[config.mk]
export PLATFORM = sky130hd
export DESIGN_NAME = rational_arithmetic_unit
export DESIGN_NICKNAME = d
export VERILOG_FILES = /design/src/hw/rtl/rau_pkg.sv /design/src/hw/rtl/rational_arithmetic_unit.sv /design/src/hw/rtl/rau_ctrl.sv /design/src/hw/rtl/rau_dp.sv
export SDC_FILE = /design/constraint.sdc
export NUM_CORES = 2
export LEC_CHECK = 0
export ABC_AREA = 1
export ABC_CLOCK_PERIOD_IN_PS = 17500
export BUFFER_PORTS_ARGS = -buffer_cell sky130_fd_sc_hd__buf_4
export CAP_MARGIN = 40
export CELL_PAD_IN_SITES_DETAIL_PLACEMENT = 0
export CELL_PAD_IN_SITES_GLOBAL_PLACEMENT = 1
export CORE_AREA = 2 2 416 418
export CTS_CLUSTER_SIZE = 20
export DETAILED_ROUTE_END_ITERATION = 7
export DIE_AREA = 0 0 418 420
export GPL_TIMING_DRIVEN = 0
export HOLD_SLACK_MARGIN = 0.03
export PLACE_DENSITY_LB_ADDON = 0.1
export SLEW_MARGIN = 15
export SYNTH_ARGS = -nofsm -noshare
export SYNTH_HDL_FRONTEND = slang
export SYNTH_SLANG_ARGS = --single-unit
export TNS_END_PERCENT = 50
[constraint.sdc]
create_clock -name i_clk -period 17.5 [get_ports i_clk]
set_clock_uncertainty 0.15 [all_clocks]
set_input_delay 2.625 -clock i_clk [delete_from_list [all_inputs] [get_ports i_clk]]
set_output_delay 2.625 -clock i_clk [all_outputs]
set_load 0.02 [all_outputs]
[src/hw/rtl/rau_pkg.sv]
// Shared types and constants for the rational arithmetic unit.
package rau_pkg;
    localparam int OPERAND_WIDTH_DEF = 16;
    localparam int RES_W = 32;   // result numerator width
    localparam int DEN_W = 31;   // result denominator width

    typedef enum logic [2:0] {
        ACT_ADD = 3'd0, ACT_SUB = 3'd1, ACT_MUL = 3'd2,
        ACT_DIV = 3'd3, ACT_INC = 3'd4, ACT_DEC = 3'd5
    } t_action;

    typedef enum logic [2:0] {
        ST_IDLE, ST_PROD, ST_SUM, ST_GCD, ST_DIVN, ST_DIVD, ST_OUT
    } t_state;

    // controller -> datapath
    typedef struct packed {
        logic load;      // capture request
        logic prod;      // form cross products
        logic sum;       // form num/den, magnitudes, gcd seed
        logic gcd_step;  // one binary gcd step
        logic div_start; // seed divider
        logic div_step;  // one restoring division bit
        logic div_sel_d; // 0: dividing numerator, 1: denominator
        logic div_save;  // store quotient
    } t_cmd;

    // datapath -> controller
    typedef struct packed {
        logic err;       // immediate error
        logic zero;      // numerator magnitude zero
        logic gcd_done;
        logic div_done;
    } t_status;
endpackage

[src/hw/rtl/rational_arithmetic_unit.sv]
// Rational arithmetic unit: fraction add/sub/mul/div/inc/dec with gcd reduction.
// Sequence: cross products, sum and sign, binary gcd, then restoring division of the
// numerator and then the denominator magnitude by the gcd, 2W quotient bits each.
// Errors and zero results skip gcd and division.
// One request in flight; the next is accepted in the cycle after the result is taken.
// Synchronous active-low reset idles the sequencer; datapath registers are not reset.
module rational_arithmetic_unit import rau_pkg::*; #(
    parameter int OPERAND_WIDTH = OPERAND_WIDTH_DEF
) (
    input  logic        i_clk,
    input  logic        i_rst_n,
    input  logic        s_axis_tvalid,
    output logic        s_axis_tready,
    // [2:0] action, then a_numerator, a_denominator, b_numerator, b_denominator
    input  logic [((3 + 4*OPERAND_WIDTH - 2 + 7) / 8) * 8 - 1:0] s_axis_tdata,
    output logic        m_axis_tvalid,
    input  logic        m_axis_tready,
    // [31:0] result_numerator, [62:32] result_denominator, [63] status
    output logic [63:0] m_axis_tdata
);
    localparam int W = OPERAND_WIDTH;
    localparam int AN_LO = 3;
    localparam int AD_LO = AN_LO + W;
    localparam int BN_LO = AD_LO + W - 1;
    localparam int BD_LO = BN_LO + W;

    t_cmd    s_cmd;
    t_status s_sts;
    logic    s_busy, s_valid, s_status;
    logic signed [RES_W-1:0] s_num;
    logic [DEN_W-1:0]        s_den;

    // Ready whenever idle; result held in datapath registers while waiting.
    assign s_axis_tready = !s_busy;
    assign m_axis_tvalid = s_valid;
    assign m_axis_tdata  = {s_status, s_den, s_num};

    rau_ctrl u_ctrl (
        .i_clk      (i_clk),
        .i_rst_n    (i_rst_n),
        .i_in_fire  (s_axis_tvalid && s_axis_tready),
        .i_out_fire (m_axis_tvalid && m_axis_tready),
        .i_sts      (s_sts),
        .o_cmd      (s_cmd),
        .o_busy     (s_busy),
        .o_valid    (s_valid)
    );

    rau_dp #(.OPERAND_WIDTH(OPERAND_WIDTH)) u_dp (
        .i_clk     (i_clk),
        .i_cmd     (s_cmd),
        .i_action  (s_axis_tdata[2:0]),
        .i_a_num   (s_axis_tdata[AN_LO +: W]),
        .i_a_den   (s_axis_tdata[AD_LO +: W-1]),
        .i_b_num   (s_axis_tdata[BN_LO +: W]),
        .i_b_den   (s_axis_tdata[BD_LO +: W-1]),
        .o_sts     (s_sts),
        .o_res_num (s_num),
        .o_res_den (s_den),
        .o_status  (s_status)
    );
endmodule

[src/hw/rtl/rau_ctrl.sv]
// Sequencer for the rational arithmetic unit.
module rau_ctrl import rau_pkg::*; (
    input  logic    i_clk,
    input  logic    i_rst_n,
    input  logic    i_in_fire,
    input  logic    i_out_fire,
    input  t_status i_sts,
    output t_cmd    o_cmd,
    output logic    o_busy,
    output logic    o_valid
);
    t_state r_state, n_state;

    always_ff @(posedge i_clk) begin
        if (!i_rst_n) r_state <= ST_IDLE;
        else          r_state <= n_state;
    end

    always_comb begin
        n_state = r_state;
        o_cmd   = '0;
        o_busy  = 1'b1;
        o_valid = 1'b0;
        case (r_state)
            ST_IDLE: begin
                o_busy = 1'b0;
                o_cmd.load = i_in_fire;
                if (i_in_fire) n_state = ST_PROD;
            end
            ST_PROD: begin
                o_cmd.prod = 1'b1;
                n_state = ST_SUM;
            end
            ST_SUM: begin
                o_cmd.sum = 1'b1;
                n_state = ST_GCD;
            end
            ST_GCD: begin
                if (i_sts.err || i_sts.zero) begin
                    n_state = ST_OUT;
                end else if (i_sts.gcd_done) begin
                    o_cmd.div_start = 1'b1;
                    n_state = ST_DIVN;
                end else begin
                    o_cmd.gcd_step = 1'b1;
                end
            end
            ST_DIVN: begin
                if (i_sts.div_done) begin
                    o_cmd.div_save = 1'b1;
                    o_cmd.div_start = 1'b1;
                    o_cmd.div_sel_d = 1'b1;
                    n_state = ST_DIVD;
                end else begin
                    o_cmd.div_step = 1'b1;
                end
            end
            ST_DIVD: begin
                o_cmd.div_sel_d = 1'b1;
                if (i_sts.div_done) begin
                    o_cmd.div_save = 1'b1;
                    n_state = ST_OUT;
                end else begin
                    o_cmd.div_step = 1'b1;
                end
            end
            ST_OUT: begin
                o_valid = 1'b1;
                if (i_out_fire) n_state = ST_IDLE;
            end
            default: n_state = ST_IDLE;
        endcase
    end
endmodule

[src/hw/rtl/rau_dp.sv]
// Datapath: cross products, sign, binary gcd, restoring divider.
module rau_dp import rau_pkg::*; #(
    parameter int OPERAND_WIDTH = OPERAND_WIDTH_DEF
) (
    input  logic                            i_clk,
    input  t_cmd                            i_cmd,
    input  logic [2:0]                      i_action,
    input  logic signed [OPERAND_WIDTH-1:0] i_a_num,
    input  logic [OPERAND_WIDTH-2:0]        i_a_den,
    input  logic signed [OPERAND_WIDTH-1:0] i_b_num,
    input  logic [OPERAND_WIDTH-2:0]        i_b_den,
    output t_status                         o_sts,
    output logic signed [RES_W-1:0]         o_res_num,
    output logic [DEN_W-1:0]                o_res_den,
    output logic                            o_status
);
    localparam int W  = OPERAND_WIDTH;
    localparam int PW = 2 * W + 1;    // signed product/sum width
    localparam int MW = 2 * W;        // magnitude width
    localparam int CW = $clog2(MW + 1);

    logic [2:0]          r_act;
    logic signed [W-1:0] r_an, r_bn;
    logic [W-2:0]        r_ad, r_bd;
    logic signed [PW-1:0] r_p0, r_p1, r_p2;
    logic                r_err, r_zero, r_neg;
    logic [MW-1:0]       r_nm, r_dm, r_gx, r_gy, r_g;
    logic [CW-1:0]       r_gk;
    logic [MW-1:0]       r_q, r_rem, r_dvd;
    logic [CW-1:0]       r_cnt;
    logic [MW-1:0]       r_qn, r_qd;

    logic signed [W:0]    s_an, s_bn, s_ad, s_bd;
    logic signed [PW-1:0] s_num, s_den;
    logic                 s_err;
    logic [MW:0]          s_trial;
    logic [MW-1:0]        s_nrem;

    assign s_an = {r_an[W-1], r_an};
    assign s_bn = {r_bn[W-1], r_bn};
    assign s_ad = {2'b00, r_ad};
    assign s_bd = {2'b00, r_bd};

    always_comb begin
        case (r_act)
            ACT_ADD: begin s_num = r_p0 + r_p1; s_den = r_p2; end
            ACT_SUB: begin s_num = r_p0 - r_p1; s_den = r_p2; end
            default: begin s_num = r_p0;        s_den = r_p1; end
        endcase
        s_err = (r_act > ACT_DEC) || (r_ad == '0) ||
                (r_act <= ACT_DIV && r_bd == '0) || (s_den == '0);
    end

    assign s_nrem  = {r_rem[MW-2:0], r_dvd[MW-1]};
    assign s_trial = {1'b0, s_nrem} - {1'b0, r_g};

    always_ff @(posedge i_clk) begin
        if (i_cmd.load) begin
            r_act <= i_action;
            r_an <= i_a_num; r_bn <= i_b_num;
            r_ad <= i_a_den; r_bd <= i_b_den;
        end
        if (i_cmd.prod) begin
            case (r_act)
                ACT_ADD, ACT_SUB: begin
                    r_p0 <= PW'(s_an) * PW'(s_bd);
                    r_p1 <= PW'(s_bn) * PW'(s_ad);
                    r_p2 <= PW'(s_ad) * PW'(s_bd);
                end
                ACT_MUL: begin
                    r_p0 <= PW'(s_an) * PW'(s_bn);
                    r_p1 <= PW'(s_ad) * PW'(s_bd);
                    r_p2 <= '0;
                end
                ACT_DIV: begin
                    r_p0 <= PW'(s_an) * PW'(s_bd);
                    r_p1 <= PW'(s_ad) * PW'(s_bn);
                    r_p2 <= '0;
                end
                ACT_INC: begin
                    r_p0 <= PW'(s_an) + PW'(s_ad);
                    r_p1 <= PW'(s_ad);
                    r_p2 <= '0;
                end
                default: begin
                    r_p0 <= PW'(s_an) - PW'(s_ad);
                    r_p1 <= PW'(s_ad);
                    r_p2 <= '0;
                end
            endcase
        end
        if (i_cmd.sum) begin
            r_err  <= s_err;
            r_zero <= !s_err && (s_num == '0);
            r_neg  <= s_num[PW-1] ^ s_den[PW-1];
            r_nm   <= MW'(s_num[PW-1] ? -s_num : s_num);
            r_dm   <= MW'(s_den[PW-1] ? -s_den : s_den);
            r_gx   <= MW'(s_num[PW-1] ? -s_num : s_num);
            r_gy   <= MW'(s_den[PW-1] ? -s_den : s_den);
            r_gk   <= '0;
        end
        // binary gcd: strip common twos, strip lone twos, subtract odd from odd
        if (i_cmd.gcd_step) begin
            if (!r_gx[0] && !r_gy[0]) begin
                r_gx <= r_gx >> 1;
                r_gy <= r_gy >> 1;
                r_gk <= r_gk + 1'b1;
            end else if (!r_gx[0]) begin
                r_gx <= r_gx >> 1;
            end else if (!r_gy[0]) begin
                r_gy <= r_gy >> 1;
            end else if (r_gx > r_gy) begin
                r_gx <= r_gx - r_gy;
            end else begin
                r_gy <= r_gy - r_gx;
            end
        end
        if (i_cmd.div_start) begin
            r_g   <= r_gx << r_gk;
            r_dvd <= i_cmd.div_sel_d ? r_dm : r_nm;
            r_rem <= '0;
            r_q   <= '0;
            r_cnt <= '0;
        end else if (i_cmd.div_step) begin
            r_dvd <= {r_dvd[MW-2:0], 1'b0};
            r_cnt <= r_cnt + 1'b1;
            if (!s_trial[MW]) begin
                r_rem <= s_trial[MW-1:0];
                r_q   <= {r_q[MW-2:0], 1'b1};
            end else begin
                r_rem <= s_nrem;
                r_q   <= {r_q[MW-2:0], 1'b0};
            end
        end
        if (i_cmd.div_save) begin
            if (i_cmd.div_sel_d && !i_cmd.div_start) r_qd <= r_q;
            else                                     r_qn <= r_q;
        end
    end

    assign o_sts.err      = r_err;
    assign o_sts.zero     = r_zero;
    assign o_sts.gcd_done = (r_gx == r_gy);
    assign o_sts.div_done = (r_cnt == CW'(MW));

    logic [RES_W-1:0] s_mag;
    assign s_mag = RES_W'(r_qn);
    always_comb begin
        if (r_err) begin
            o_res_num = '0; o_res_den = '0; o_status = 1'b1;
        end else if (r_zero) begin
            o_res_num = '0; o_res_den = DEN_W'(1); o_status = 1'b0;
        end else begin
            o_res_num = r_neg ? -s_mag : s_mag;
            o_res_den = DEN_W'(r_qd);
            o_status  = 1'b0;
        end
    end
endmodule

# After elaboration in Yosys (flattened, before gate mapping)
# Index checks and enable logic that the tools add are counted.
[op_classes]
reduce_logical = 26
shift = 1
n_div = 0
order_cmp = 3
mux = 52
eq_ne = 17
n_addsub = 12
n_bitwise = 2
mul = 4
[ops]
columns = ["cell", "n"]
rows = [
  ["32-bit two-way mux", 20],
  ["33-bit case mux with 2 select lines", 2],
  ["33-bit case mux with 3 select lines", 1],
  ["16-bit by 16-bit multiplier with 32-bit output", 3],
  ["32-bit negation", 3],
  ["31-bit two-way mux", 3],
  ["33-bit zero test", 2],
  ["32-bit subtractor", 2],
  ["33-bit adder", 1],
  ["33-bit two-way mux", 1],
  ["32-bit by 32-bit subtractor with 33-bit output", 1],
  ["33-bit subtractor", 1],
  ["32-bit == test", 1],
  ["32-bit > comparator", 1],
  ["32-bit by 6-bit left shift with 32-bit output", 1],
  ["15-bit zero test", 2],
  ["15-bit by 15-bit multiplier with 30-bit output", 1],
  ["3-bit case mux with 7 select lines", 1],
  ["3-bit two-way mux", 6],
  ["6-bit two-way mux", 3],
  ["16-bit by 16-bit adder with 17-bit output", 1],
  ["16-bit by 16-bit subtractor with 17-bit output", 1],
  ["6-bit by 1-bit adder with 6-bit output (second input constant)", 2],
  ["3-bit by 2-bit == test with 1-bit output (second input constant)", 4],
  ["23 further kinds", 53],
]
[totals]
n_memories = 0
ramBits = 0
latch_bits = 0
input_bits = 76
output_inout_bits = 66
ff_bits = 500
wordCells = 141
mem_bits_ro = 0

# Depth between registers and ports, before layout
[depth]
ltp_word = 11
depth_mapped = 33
ltp_nobuf = 32

# Hierarchy
# Synthesis repeated with hierarchy kept, for this count alone.
[hier_totals]
hier_cells = 9327
hier_area_um2 = 70468.8
[by_module_without_submodules]
columns = ["mod", "area_per_inst_um2", "cells_each", "seq_area_each_um2", "instances"]
rows = [
  ["rau_dp", 70138.5, 9266, 13382.8, 1],
  ["rau_ctrl", 301.5, 55, 60.1, 1],
  ["rational_arithmetic_unit", 28.8, 6, 0.0, 1],
]

# Worst setup path before layout
# OpenSTA, ideal clock, no wires.
[synth_timing]
kind = "input port to flip-flop"
from = "in s_axis_tvalid"
to = "reg u_dp.r_act[0] (enable)"
path_slack_ps = 9704
path_buffers = 0
required_time_ps = 16782
t_arrival_ps = 7078
setup_time_ps = 568
stages = 2
path_cell_list = "inv_1 > nor3_1"
[synth_lines]
columns = ["item", "line", "text"]
rows = [
  ["start, declared", "rational_arithmetic_unit.sv:12", "input logic s_axis_tvalid,"],
  ["end signal, assigned", "rau_dp.sv:59", "r_act <= i_action;"],
  ["end, declared", "rau_dp.sv:22", "logic [2:0] r_act;"],
]

# Worst setup path after layout
[layout_timing]
from = "reg u_dp.r_ad[11]"
to = "reg u_dp.r_p1[29] (data pin)"
[layout_between]
elab_chain_len = 2
elab_cells_between_ends = 3
cone_classes = "2 x mul; 1 x mux"
[layout_lines]
columns = ["item", "line", "text"]
rows = [
  ["start, declared", "rau_dp.sv:24", "logic [W-2:0] r_ad, r_bd;"],
  ["start signal, assigned", "rau_dp.sv:61", "r_ad <= i_a_den; r_bd <= i_b_den;"],
  ["16-bit by 16-bit multiplier with 32-bit output / 15-bit by 15-bit multiplier with 30-bit output (equally long branches)", "rau_dp.sv:67, rau_dp.sv:77, rau_dp.sv:72", ""],
  ["33-bit case mux with 2 select lines (*)", "rau_dp.sv:64", "case (r_act)"],
  ["end signal, assigned", "rau_dp.sv:67", "r_p1 <= PW'(s_bn) * PW'(s_ad);"],
  ["end signal, assigned", "rau_dp.sv:72", "r_p1 <= PW'(s_ad) * PW'(s_bd);"],
  ["end signal, assigned", "rau_dp.sv:77", "r_p1 <= PW'(s_ad) * PW'(s_bn);"],
  ["end, declared", "rau_dp.sv:25", "logic signed [PW-1:0] r_p0, r_p1, r_p2;"],
]
# Mark *: on every way between the ends. The rest lies on a longest branch, timed or not.
# A chain may end at the register's enable or synchronous reset.

==> run metrics <==
Clock Sink Count about 500; final clock period utilization by the worst path 0.491; count of distinct cell types in the synthesized netlist 74; total wire length after detailed routing ~280 mm; WP depth 26; highest clock rate about 120 MHz; unrepaired setup endpoints after global routing false; maximum cell stage delay along the critical path roughly 750 ps; max capacitance violation total 0; number of global-route vias before repair between 60000 and 70000; number of warnings reported in the yosys synthesis log 0; average size of a mapped cell slightly below 8 µm²; cell count after placement 11700; most frequent CP cell fa_1; critical path startpoint u_dp.r_ad[11]; Die Y 420 µm; required time worst endpoint 17740 ps; IO buf count 134; global placement routability congestion between 0.9 and 1; DIE WIDTH 418 µm; number of setup buffers added after CTS 0; number of antenna violations at the first check in global routing 4; type of the most critical hold path reg2reg; top cell family by delay on the critical path adder cells; register clock-pin slew on the reported worst setup and hold paths about 60 ps; kind of end point of the critical path flip-flop; Hold Buf Count CTS 0; cell area after synthesis about 71000 µm²; Buf/Inv on CP 7; hold path depth 0; top-level I/O count roughly 140; gr ovfl total 0; Pre-antenna DRT Iters 7; CP arrival roughly 8800 ps; area of the die approximately 180000 µm²; overall via count from detail_route around 62000; core area ~170000 µm²; headroom to the max-slew limit 0.358; flop and latch count out of synthesis roughly 500; most used cells in the layout excluding fill and tap cells inv_1, nand2_1, fa_1; worst-path maximum fanout 10; Gate Count Post-Synth ~9300; type of element launching the critical path flip-flop; area grow syn2layout 10.3%; post-synthesis net count 10800; wire per inst between 20 and 25 µm; count of pins over their slew limit 0; worst min-delay path startpoint u_dp.r_q[4]; sequential fraction of the synthesis area 0.188; GRT Overall Usage 0.321; result of the run completed; H-tree Lvls 3; Tightest Pin Transition about 960 ps; number of standard cells in the layout, taps in and fillers out between 10000 and 15000; Clk Latency, worst-skew pair 730 ps; Clock Path Buffers 3; Crit Path Category reg2reg; via density per instance around 5.2; slowest cell on the critical path clkbuf_1; clock root buffer clkbuf_16; share of synthesized flip-flops with an asynchronous set or reset 0; Post-route DRC 0; Post-Route Setup TNS 0 ps; drt first-iter violations 4832; final setup violating endpoints 0; remaining antenna violation count after routing 0; effective utilization at floorplan 0.417; number of nets in the final layout between 10000 and 15000; pin count of the biggest net entering global routing 60; wire length of the first global-routing pass between 400 and 500 mm; final hold violations 0; clock period minus worst slack 8590 ps; Reg2Reg Launch Point u_dp.r_ad[11]; TritonCTS buffer count 67; leading cell type in the layout, fill and taps excluded inv_1; Gates resized, CTS repair 0; ratio of cells with drive above 1 in the final layout 0.0565; number of flops mapped to enable cells by yosys 353; R2R cell count 26; TritonCTS clock tree done; Row Count between 150 and 200; most frequently used flop master after synthesis edfxtp_1; HPWL reported at the end of detailed placement roughly 240 mm; worst hold slack across all endpoints 301 ps
[synth_stat cells, drive strengths merged, types with 9 or more instances]
cell type,number,area (µm²)
xnor2,66,578
o22ai,69,432
o21bai,23,173
dfxtp,142,2840
mux2i,56,561
nor4,27,169
nand3b,14,130
o21a,20,150
o2111ai,21,184
or2,78,488
nor3,66,360
o21ai,516,2640
inv,2204,8270
clkbuf,319,1210
o221ai,14,123
xor2,163,1440
buf,65,384
a22oi,53,398
nand2,2083,7920
a31oi,41,257
nor2,475,1860
a211oi,9,67.6
nand3,259,1330
ha,505,6320
o31ai,13,108
fa,927,18600
nand4,53,332
a21boi,13,97.6
o211ai,32,240
a21o,19,143
edfxtp,353,10600
a21oi,517,2590
[cell families (layout without fill, tap and decap cells)]
kind of cell	Yosys count	in the layout	share of synthesized area
AO/OA/AOI/OAI	1384	1384	0.110
XOR/XNOR	229	229	0.0283
adder cells (fa/ha/maj)	1432	1432	0.349
buffers and inverters	2596	2953	0.139
flip-flops	495	495	0.188
multiplexers	57	57	0.00802
other	0	2	0
AND/OR/NAND/NOR	3072	3072	0.178
[registers in the layout, indices dropped and copies added (netlist names), 3 cells and up]
name and flops:
u_dp.r_dm 32, u_dp.r_dvd 32, u_dp.r_g 32, u_dp.r_gx 32
u_dp.r_gy 32, u_dp.r_nm 32, u_dp.r_p0 32, u_dp.r_p1 32
u_dp.r_q 32, u_dp.r_qn 32, u_dp.r_qd 31, u_dp.r_rem 31
u_dp.r_p2 30, u_dp.r_an 16, u_dp.r_bn 16, u_dp.r_ad 15
u_dp.r_bd 15, u_dp.r_cnt 6, u_dp.r_gk 6, u_ctrl.r_state 3
u_dp.r_act 3
[path summary, 6_finish.rpt]
kind | end | slack (ps)
worst min-delay path | u_dp.r_qn[4] | 300
worst min register to register | u_dp.r_qn[4] | 300
worst max-delay path | u_dp.r_p1[29] | 8910
worst max register to register | u_dp.r_p1[29] | 8910
[worst register-to-register path, cell delays in order (launching register included)]
cell      delay (ps)
edfxtp_1         650
clkbuf_1         580
clkbuf_1         750
nand2_1          190
fa_1             560
inv_1             60
fa_1             460
fa_1             520
inv_1             50
fa_1             520
inv_1             50
fa_1             490
inv_1             60
fa_1             470
inv_1             40
ha_1             330
a21oi_1          210
o21a_1           150
o21ai_0           80
a21oi_1          260
o21bai_1         150
nand3_1           90
nand2_1          250
nand2_1          140
nand3_1           80
xor2_1           610
o21ai_0          310
[area by class of cell]
| class | instances | area (µm²) |
|---|---|---|
| tap | 2233 | 2790 |
| clock inverter | 38 | 518 |
| multi-input combinational | 6174 | 48000 |
| fill | 17300 | 92300 |
| sequential | 495 | 13400 |
| buffer | 384 | 1600 |
| inverter | 2212 | 8310 |
| antenna | 2 | 5.00 |
| timing repair buffer | 233 | 2180 |
| clock buffer | 86 | 1800 |
[through the flow]
step           setup slack, ps  instance area, µm²   util
3_3_place_gp              4840               75100  0.439
4_1_cts                   9050               78600  0.460
5_1_grt                   8690               78600  0.460
2_1_floorplan             9700               71300      -
6_report                  8910               78700  0.460
3_5_place_dp              9100               76200  0.446
[routing by layer]
metal,GRT usage,part of all wire
met2,0.549,0.48
met3,0.0402,0.055
met4,0.164,0.061
met1,0.399,0.41
met5,0,0.00015
Power is left out: the tool's default activity adds up to more than one toggle a clock period on the data nets, which glitch-free logic cannot reach.
